### config.mk
export PLATFORM = sky130hd
export DESIGN_NAME = modular_exponentiation_core
export DESIGN_NICKNAME = d
export VERILOG_FILES = /design/src/rtl/mexp_pkg.sv /design/src/rtl/modular_exponentiation_core.sv /design/src/rtl/mexp_mulmod.sv
export SDC_FILE = /design/constraint.sdc
export NUM_CORES = 1
export LEC_CHECK = 0
export ABC_CLOCK_PERIOD_IN_PS = 9000
export BUFFER_PORTS_ARGS = -buffer_cell sky130_fd_sc_hd__buf_2
export CAP_MARGIN = 20
export CORE_MARGIN = 3
export CORE_UTILIZATION = 30
export CTS_BUF_LIST = sky130_fd_sc_hd__clkbuf_4 sky130_fd_sc_hd__clkbuf_8
export CTS_CLUSTER_DIAMETER = 100
export DETAILED_ROUTE_END_ITERATION = 8
export PLACE_DENSITY = 0.52
export SETUP_SLACK_MARGIN = 0.02
export SLEW_MARGIN = 20
export SYNTH_ARGS = -nofsm -noshare
export SYNTH_HDL_FRONTEND = slang
export SYNTH_SLANG_ARGS = --single-unit
### constraint.sdc
create_clock -name clk_i -period 9 [get_ports clk_i]
set_clock_uncertainty 0.1 [all_clocks]
set_input_delay 1.35 -clock clk_i [delete_from_list [all_inputs] [get_ports clk_i]]
set_output_delay 1.35 -clock clk_i [all_outputs]
set_load 0.005 [all_outputs]
### src/rtl/mexp_pkg.sv
`timescale 1ns / 1ps

package mexp_pkg;

  // Configuration register map
  localparam int unsigned CfgAddrW = 1;
  localparam logic [CfgAddrW-1:0] CFG_MODULUS  = 1'b0;
  localparam logic [CfgAddrW-1:0] CFG_EXPONENT = 1'b1;

  // Sequencer states
  typedef enum logic [2:0] {
    S_IDLE,
    S_REDUCE,
    S_BIT,
    S_MULACC,
    S_SQUARE
  } mexp_state_e;

  // Handshake between the sequencer and the serial multiplier
  typedef struct packed {
    logic start;
  } mexp_mul_req_t;

  typedef struct packed {
    logic done;
  } mexp_mul_rsp_t;

endpackage

### src/rtl/modular_exponentiation_core.sv
`timescale 1ns / 1ps
// Modular exponentiation core: power_mod = base ^ exponent mod modulus.
// Configuration: write modulus (index 0) and exponent (index 1) on the
// cfg_valid_i / cfg_addr_i / cfg_data_i channel; cfg_ready_o is always high.
// Write configuration only while busy is low and no result is pending.
// Input: drive base_i with start high; the item is taken when busy is low.
// Output: result_valid_o pulses for one cycle with power_mod_o; the receiver
// cannot stall, so the result must be captured in that cycle.
// The exponent is scanned LSB first. Each step runs a bit-serial modular
// multiplier; the base is first reduced by one such pass when the modulus is
// nonzero. A zero exponent bit costs a square, a one bit a multiply into the
// accumulator and then a square, and no square follows the top bit.
// An exponent of zero returns 1 in the cycle after the item is taken.
// A modulus of zero gives results modulo 2^WIDTH.
// One item is worked on at a time; busy stays high until the result pulse.
// Reset clears the sequencer, any pending result, and sets modulus to 1 and
// exponent to 0.

module modular_exponentiation_core
  import mexp_pkg::*;
#(
  parameter int unsigned WIDTH = 32
) (
  input  logic                clk_i,
  input  logic                rst_ni,
  input  logic                cfg_valid_i,
  output logic                cfg_ready_o,
  input  logic [CfgAddrW-1:0] cfg_addr_i,
  input  logic [WIDTH-1:0]    cfg_data_i,
  input  logic                start,
  output logic                busy,
  input  logic [WIDTH-1:0]    base_i,
  output logic                result_valid_o,
  output logic [WIDTH-1:0]    power_mod_o
);

  localparam logic [WIDTH-1:0] OneW = WIDTH'(1);

  mexp_state_e      state_q, state_d;
  logic [WIDTH-1:0] modulus_q, modulus_d;
  logic [WIDTH-1:0] exponent_q, exponent_d;
  logic [WIDTH-1:0] sq_q, sq_d;
  logic [WIDTH-1:0] acc_q, acc_d;
  logic [WIDTH-1:0] exp_q, exp_d;
  logic [WIDTH-1:0] res_q, res_d;
  logic             res_valid_q, res_valid_d;

  mexp_mul_req_t    mul_req;
  mexp_mul_rsp_t    mul_rsp;
  logic [WIDTH-1:0] mul_x;
  logic [WIDTH-1:0] mul_y;
  logic [WIDTH-1:0] mul_prod;
  logic [WIDTH-1:0] exp_shr;

  assign cfg_ready_o = 1'b1;
  assign exp_shr     = exp_q >> 1;

  // Apply configuration writes
  always_comb begin
    modulus_d  = modulus_q;
    exponent_d = exponent_q;
    if (cfg_valid_i && cfg_ready_o) begin
      unique case (cfg_addr_i)
        CFG_MODULUS:  modulus_d  = cfg_data_i;
        CFG_EXPONENT: exponent_d = cfg_data_i;
        default: ;
      endcase
    end
  end

  // Sequence reduction, multiplications and squarings
  always_comb begin
    state_d     = state_q;
    sq_d        = sq_q;
    acc_d       = acc_q;
    exp_d       = exp_q;
    res_d       = res_q;
    res_valid_d = 1'b0;
    mul_req     = '0;
    mul_x       = sq_q;
    mul_y       = sq_q;
    unique case (state_q)
      S_IDLE: begin
        if (start) begin
          sq_d  = base_i;
          acc_d = OneW;
          exp_d = exponent_q;
          if (exponent_q == '0) begin
            res_d       = OneW;
            res_valid_d = 1'b1;
          end else if (modulus_q == '0) begin
            state_d = S_BIT;
          end else begin
            // base mod n as (1 mod n) * base
            mul_req.start = 1'b1;
            mul_x         = (modulus_q == OneW) ? '0 : OneW;
            mul_y         = base_i;
            state_d       = S_REDUCE;
          end
        end
      end
      S_REDUCE: begin
        if (mul_rsp.done) begin
          sq_d    = mul_prod;
          state_d = S_BIT;
        end
      end
      S_BIT: begin
        mul_req.start = 1'b1;
        if (exp_q[0]) begin
          mul_y   = acc_q;
          state_d = S_MULACC;
        end else begin
          exp_d   = exp_shr;
          state_d = S_SQUARE;
        end
      end
      S_MULACC: begin
        if (mul_rsp.done) begin
          acc_d = mul_prod;
          exp_d = exp_shr;
          if (exp_shr == '0) begin
            res_d       = mul_prod;
            res_valid_d = 1'b1;
            state_d     = S_IDLE;
          end else begin
            mul_req.start = 1'b1;
            state_d       = S_SQUARE;
          end
        end
      end
      S_SQUARE: begin
        if (mul_rsp.done) begin
          sq_d    = mul_prod;
          state_d = S_BIT;
        end
      end
      default: state_d = S_IDLE;
    endcase
  end

  mexp_mulmod #(
    .WIDTH(WIDTH)
  ) u_mulmod (
    .clk_i (clk_i),
    .rst_ni(rst_ni),
    .req_i (mul_req),
    .x_i   (mul_x),
    .y_i   (mul_y),
    .n_i   (modulus_q),
    .rsp_o (mul_rsp),
    .prod_o(mul_prod)
  );

  // Control state and configuration
  always_ff @(posedge clk_i or negedge rst_ni) begin
    if (!rst_ni) begin
      state_q     <= S_IDLE;
      res_valid_q <= 1'b0;
      modulus_q   <= OneW;
      exponent_q  <= '0;
    end else begin
      state_q     <= state_d;
      res_valid_q <= res_valid_d;
      modulus_q   <= modulus_d;
      exponent_q  <= exponent_d;
    end
  end

  // Working values
  always_ff @(posedge clk_i) begin
    sq_q  <= sq_d;
    acc_q <= acc_d;
    exp_q <= exp_d;
    res_q <= res_d;
  end

  assign busy           = (state_q != S_IDLE);
  assign result_valid_o = res_valid_q;
  assign power_mod_o    = res_q;

endmodule

### src/rtl/mexp_mulmod.sv
`timescale 1ns / 1ps

module mexp_mulmod
  import mexp_pkg::*;
#(
  parameter int unsigned WIDTH = 32
) (
  input  logic                 clk_i,
  input  logic                 rst_ni,
  input  mexp_mul_req_t        req_i,
  input  logic [WIDTH-1:0]     x_i,
  input  logic [WIDTH-1:0]     y_i,
  input  logic [WIDTH-1:0]     n_i,
  output mexp_mul_rsp_t        rsp_o,
  output logic [WIDTH-1:0]     prod_o
);

  localparam int unsigned CntW = $clog2(WIDTH);

  logic [WIDTH-1:0] x_q, x_d;
  logic [WIDTH-1:0] y_q, y_d;
  logic [WIDTH-1:0] n_q, n_d;
  logic [WIDTH-1:0] acc_q, acc_d;
  logic [CntW-1:0]  cnt_q, cnt_d;
  logic             run_q, run_d;
  logic             done_q, done_d;

  logic [WIDTH+1:0] sum;
  logic [WIDTH+1:0] n1;
  logic [WIDTH+1:0] n2;
  logic [WIDTH+1:0] red;

  // One multiplier bit per cycle, MSB first: acc = 2*acc + bit*x, reduced
  always_comb begin
    sum = {1'b0, acc_q, 1'b0} + {2'b00, (y_q[WIDTH-1] ? x_q : '0)};
    n1  = {2'b00, n_q};
    n2  = {1'b0, n_q, 1'b0};
    if (n_q == '0) begin
      red = sum;
    end else if (sum >= n2) begin
      red = sum - n2;
    end else if (sum >= n1) begin
      red = sum - n1;
    end else begin
      red = sum;
    end
  end

  always_comb begin
    x_d    = x_q;
    y_d    = y_q;
    n_d    = n_q;
    acc_d  = acc_q;
    cnt_d  = cnt_q;
    run_d  = run_q;
    done_d = 1'b0;
    if (req_i.start) begin
      x_d   = x_i;
      y_d   = y_i;
      n_d   = n_i;
      acc_d = '0;
      cnt_d = CntW'(WIDTH - 1);
      run_d = 1'b1;
    end else if (run_q) begin
      acc_d = red[WIDTH-1:0];
      y_d   = {y_q[WIDTH-2:0], 1'b0};
      cnt_d = cnt_q - 1'b1;
      if (cnt_q == '0) begin
        run_d  = 1'b0;
        done_d = 1'b1;
      end
    end
  end

  // Control state
  always_ff @(posedge clk_i or negedge rst_ni) begin
    if (!rst_ni) begin
      run_q  <= 1'b0;
      done_q <= 1'b0;
      cnt_q  <= '0;
    end else begin
      run_q  <= run_d;
      done_q <= done_d;
      cnt_q  <= cnt_d;
    end
  end

  // Operands and partial result
  always_ff @(posedge clk_i) begin
    x_q   <= x_d;
    y_q   <= y_d;
    n_q   <= n_d;
    acc_q <= acc_d;
  end

  assign rsp_o.done = done_q;
  assign prod_o     = acc_q;

endmodule

# == Yosys cells after proc, flatten, opt, wreduce, memory -nomap -nowiden ==
# Cells that the tools add are included.
# op_classes
addsub,4
order_cmp,2
eq_ne,12
muxes,57
bitwise,1
n_reduce_logical,20
# ops
cell,count
$mux 32,24
$pmux 32 s2,4
$logic_not 32->1,4
$pmux 32 s3,1
$sub 32x32->32,2
$add 33x32->34,1
$ge 34x32->1,1
$ge 34x33->1,1
$eq 32x1->1 const B,1
$mux 3,6
$mux 1,16
$pmux 3 s4,1
$mux 5,2
$ne 2x2->1 const B,5
$reduce_and 3->1,3
$reduce_and 4->1,2
$eq 3x2->1 const B,2
$reduce_bool 2->1,3
$reduce_bool 3->1,2
$logic_not 5->1,1
$reduce_and 5->1,1
$sub 5x1->5 const B,1
$ne 2x1->1 const B,2
$reduce_and 2->1,2
other kinds (8),8
# totals
regBits,331
out_inout_bits,35
word_cells,112

# == Longest topological paths before layout ==
# logic_depth
ltp_word,6
depth_mapped,27
depth_no_buf,24

# == Modules after synthesis ==
# A second synthesis with hierarchy kept.
# hier_totals
cells_unflattened,1903
area_unflattened_um2,20079.3
# by_module_without_submodules
mod,instances,cells_each,area_per_inst_um2,seq_area_each_um2
mexp_mulmod,1,1138,10482.6,3698.5
modular_exponentiation_core,1,765,9596.7,5546.6

# == Worst setup path before layout ==
# No wires, ideal clock.
# synth_path
path_kind,register to register
start,register u_mulmod.y_q[31]
end,"register u_mulmod.acc_q[8], in the netlist u_mulmod.prod_o[8]"
arrival_time_ps,5401
required_time_ps,8765
setup_slack_ps,3365
stages_incl_launch_ff,27
path_buffers,2
period_less_slack_ps,5635
cell_sequence,edfxtp_1 > clkbuf_1 > and2_1 > ha_1 > inv_1 > fa_1 > nand2b_1 > a21o_1 > a211oi_1 > o21ai_1 > a31oi_1 > nand3_1 > a21boi_0 > mux2i_1 > or3_1 > ha_1 > nor3_1 > nand2_1 > a2111oi_0 > or2_2 > o21a_1 > a21oi_1 > or2_0 > clkbuf_1 > or4_1 > nand3_1 > a21oi_1
# synth_via
elab_chain_cells,6
word_cells_on_any_way,9
classes_between,3 x add/sub; 2 x order compare; 4 x mux
# synth_lines
element,line_no,rtl
from (decl),mexp_mulmod.sv:21,"logic [WIDTH-1:0] y_q, y_d;"
from (signal assigned),mexp_mulmod.sv:91,y_q <= y_d;
$mux 32 *,mexp_mulmod.sv:35,"sum = {1'b0, acc_q, 1'b0} + {2'b00, (y_q[WIDTH-1] ? x_q : '0)};"
$add 33x32->34 *,mexp_mulmod.sv:35,
$sub 32x32->32 / $ge 34x32->1 (equally long branches),"mexp_mulmod.sv:43, mexp_mulmod.sv:42",
$mux 32,mexp_mulmod.sv:42,end else if (sum >= n1) begin
$mux 32,mexp_mulmod.sv:40,end else if (sum >= n2) begin
$mux 32 *,mexp_mulmod.sv:38,if (n_q == '0) begin
to (signal assigned),mexp_mulmod.sv:93,acc_q <= acc_d;
to (decl),mexp_mulmod.sv:23,"logic [WIDTH-1:0] acc_q, acc_d;"
# Every way passes the cells marked *; elsewhere a longest branch is shown, timed or not.
# A chain may end at the register's enable or synchronous reset.

# == Worst setup path after layout ==
# layout_path
start,register u_mulmod.y_q[31]
end,"register u_mulmod.acc_q[12], in the netlist u_mulmod.prod_o[12]"
# Same word-level chain as after synthesis.

==> results.cfg <==
[clocking]
cts_tree = done
numClockSinks = 331
root_buffer = clkbuf_8
worst_skew_pair.late_latency_ps = 630
clkTransAtPathRegs_ps = 60
postCtsSetupBuffers = 0
cts_resized = 0
numCtsBuffers = 58
cts-htree-levels = 2
cts_hold_repair.buffers = 0
cts_buffer_depth = 3

[drt]
via_per_inst = 5.42
first_iter_violations = 1016
wirelength_um = 57000
drtAntennaViolNets = 0
drcViolationCount = 0
via_count = 14355
post_drt_wl_per_cell_um = 21.5
firstDrtPassIters = 6

[grt]
grt_pass1_vias = 14253
grt_pass1_wl_um = 87000
grt_max_degree = 76
grt_overflow = 0
grt.total_usage_pct = 17.4
antenna_found_initial = 2

[logic_synthesis]
ys.flop_type = edfxtp_1
syn_area_per_cell_um2 = 10.9
synthArstFlopShare_pct = 22.7
synth.top_cell.area_share_pct = 36.2
yosys.area.top_type = edfxtp_1
syn-cell-area_mm2 = 0.0186
synth_edf_count = 224
synth_seq_cells = 331
yosysUniqueCellTypes = 82
yosysWarnings = 0
seq_area_frac_synth_pct = 49.7
synth_cells = 1712
syn_nets = 1881
netlist_top_cells_area = edfxtp_1 36%, dfrtp_1 10%, ha_1 6.5%

[timing]
maxClockFrequency_mhz = 143
finalMaxSlewViolations = 0
rsz0062_at_grt = false
fin_tns_setup_ps = 0
min_period_over_period_pct = 77.6
hold_viol_final = 0
timing.hold.ws_ps = 381
timing.final.ws_setup_ps = 2010
period_minus_slack_ps = 6990
relSlewSlack_pct = 37.5
worst_pin_slew_ps = 934
final-setup-viol-count = 0

[setup_path]
cp-startpoint = u_mulmod.y_q[31]$_DFFE_PP_
path_buf_inv = 2
max_stage_delay_ps = 540
cp.required_ps = 9480
slowest_stage = nor2_4
crit_family = simple AND/OR/NAND/NOR gates
start_kind = flop
critPathMaxFanout = 32
path_class = reg -> reg
cp.arrival_ps = 7470
crit_path_end_kind = flop
r2r-start = u_mulmod.y_q[31]$_DFFE_PP_

[die]
die_y_um = 255
start_util_pct = 30.6
io_pins = 104
core_area_mm2 = 0.0608
die_w_um = 255
rows = 90
die_area_mm2 = 0.0650

[pwr]
power.density_mw_per_mm2 = 340
vdd_drop_max_mv = 0.127
power.total_mw = 7.19
leakagePower_nw = 8.33

[placed_design]
dp_hpwl_um = 42000
gp_congestion = 0.961
place_ws_ps = 1740
dpl_cell_area_mm2 = 0.0200
io_buffers = 102
placedCellCount = 2540

[status]
status = complete, no violations

[finish]
nFillCells = 6142
final_area_mm2 = 0.0212
nets = 1987
fin_cells = 2650
final_layout_size_suffix_gt1_share_pct = 18.3
area_delta_synth_final_pct = 13.9
final_util_pct = 34.8

[hold_path]
hp-start = modulus_q[31]$_DFFE_PN0P_
hold_path.class = reg -> reg

[flow_run]
drv_cap = 0
[cells by family after synthesis]
kind of cell    Yosys count  synth area share, %
compound gates          456                 16.8
xor+xnor                 83                 3.91
fa+ha+maj               100                 6.85
buf+inv                 148                 3.16
flops                   331                 49.7
mux                      99                 5.98
other cells               1               0.0202
simple gates            494                 13.5
[power by group]
part	leakage, nW	switching, mW	total [mW]	internal (mW)
clock	0.613	0.654	1.43	0.773
combinational	4.46	2.30	3.80	1.51
sequential	3.26	0.168	1.96	1.80
total	8.33	3.12	7.19	4.07
[metal layers]
metal	wire, µm	vias to the layer above	GRT usage [%]	share of wire, %
met5	0	-	0	0
met4	1470	0	5.36	2.6
met3	2330	83	2.29	4.1
met2	27700	391	29.5	49
met1	25500	7134	23.3	45
li1	-	6747	-	-
[registers in the layout (all words and copies together), names as in the netlist]
| register | flops |
|---|---|
| acc_q | 32 |
| exp_q | 32 |
| exponent_q | 32 |
| modulus_q | 32 |
| power_mod_o | 32 |
| sq_q | 32 |
| u_mulmod.n_q | 32 |
| u_mulmod.prod_o | 32 |
| u_mulmod.x_q | 32 |
| u_mulmod.y_q | 32 |
| u_mulmod.cnt_q | 5 |
| state_q | 3 |
| result_valid_o | 1 |
| u_mulmod.rsp_o | 1 |
| u_mulmod.run_q | 1 |
[synth_stat cells (32+ instances only)]
master,instances
dfxtp_1,32
xnor2_1,52
o21ai_0,76
nor3_1,47
and2_1,39
and3_1,36
inv_1,68
nor2_1,107
a21oi_1,125
dfrtp_1,74
clkbuf_1,59
a222oi_1,32
nor2b_1,41
nand2_1,96
edfxtp_1,224
ha_1,97
mux2_2,97
nor4_1,35
[final timing paths]
| path | end | slack (ps) | depth (start not counted) |
|---|---|---|---|
| max in group asynchronous | u_mulmod.run_q$_DFF_PN0_ | 7630 | 1 |
| setup / recovery | u_mulmod.prod_o[12]$_SDFFE_PP0P_ | 2010 | 25 |
| min in group asynchronous | exponent_q[14]$_DFFE_PN0P_ | 660 | 1 |
| setup reg to reg | u_mulmod.prod_o[12]$_SDFFE_PP0P_ | 2010 | 25 |
| hold / removal | u_mulmod.n_q[31]$_DFFE_PP_ | 380 | 0 |
| hold reg to reg | u_mulmod.n_q[31]$_DFFE_PP_ | 380 | 0 |
[layout make-up]
type / instances / area (µm²) / area share (%)
antenna: 3 / 7.51 / 0.0354
clock buffer: 73 / 936 / 4.42
clock inverter: 34 / 250 / 1.18
inverter: 70 / 265 / 1.25
multi-input combinational: 1233 / 8810 / 41.6
sequential: 331 / 9250 / 43.7
tap: 782 / 978 / 4.62
timing repair buffer: 124 / 682 / 3.22
[cell usage in the layout (no fill, tap or decap), drive strengths merged, types with 6 or more instances in the layout]
| cell | instances |
|---|---|
| nand3 | 26 |
| mux2 | 97 |
| o21bai | 12 |
| o21a | 15 |
| o32ai | 8 |
| a21oi | 127 |
| a222oi | 32 |
| or2 | 7 |
| a21o | 26 |
| and2 | 39 |
| o211ai | 9 |
| edfxtp | 224 |
| nor2 | 108 |
| a211oi | 19 |
| a22o | 31 |
| and3 | 36 |
| buf | 124 |
| clkinv | 27 |
| nor4 | 35 |
| inv | 71 |
| nand2b | 21 |
| clkbuf | 73 |
| o221ai | 10 |
| nor2b | 41 |
| o21ai | 91 |
| nor3 | 47 |
| xnor2 | 52 |
| nand2 | 96 |
| dfrtp | 74 |
| o31ai | 6 |
| xor2 | 31 |
| nand4 | 18 |
| ha | 97 |
| dfxtp | 32 |
| or3 | 12 |
| a31oi | 13 |
No activity file was read; power rests on OpenSTA's default activity.
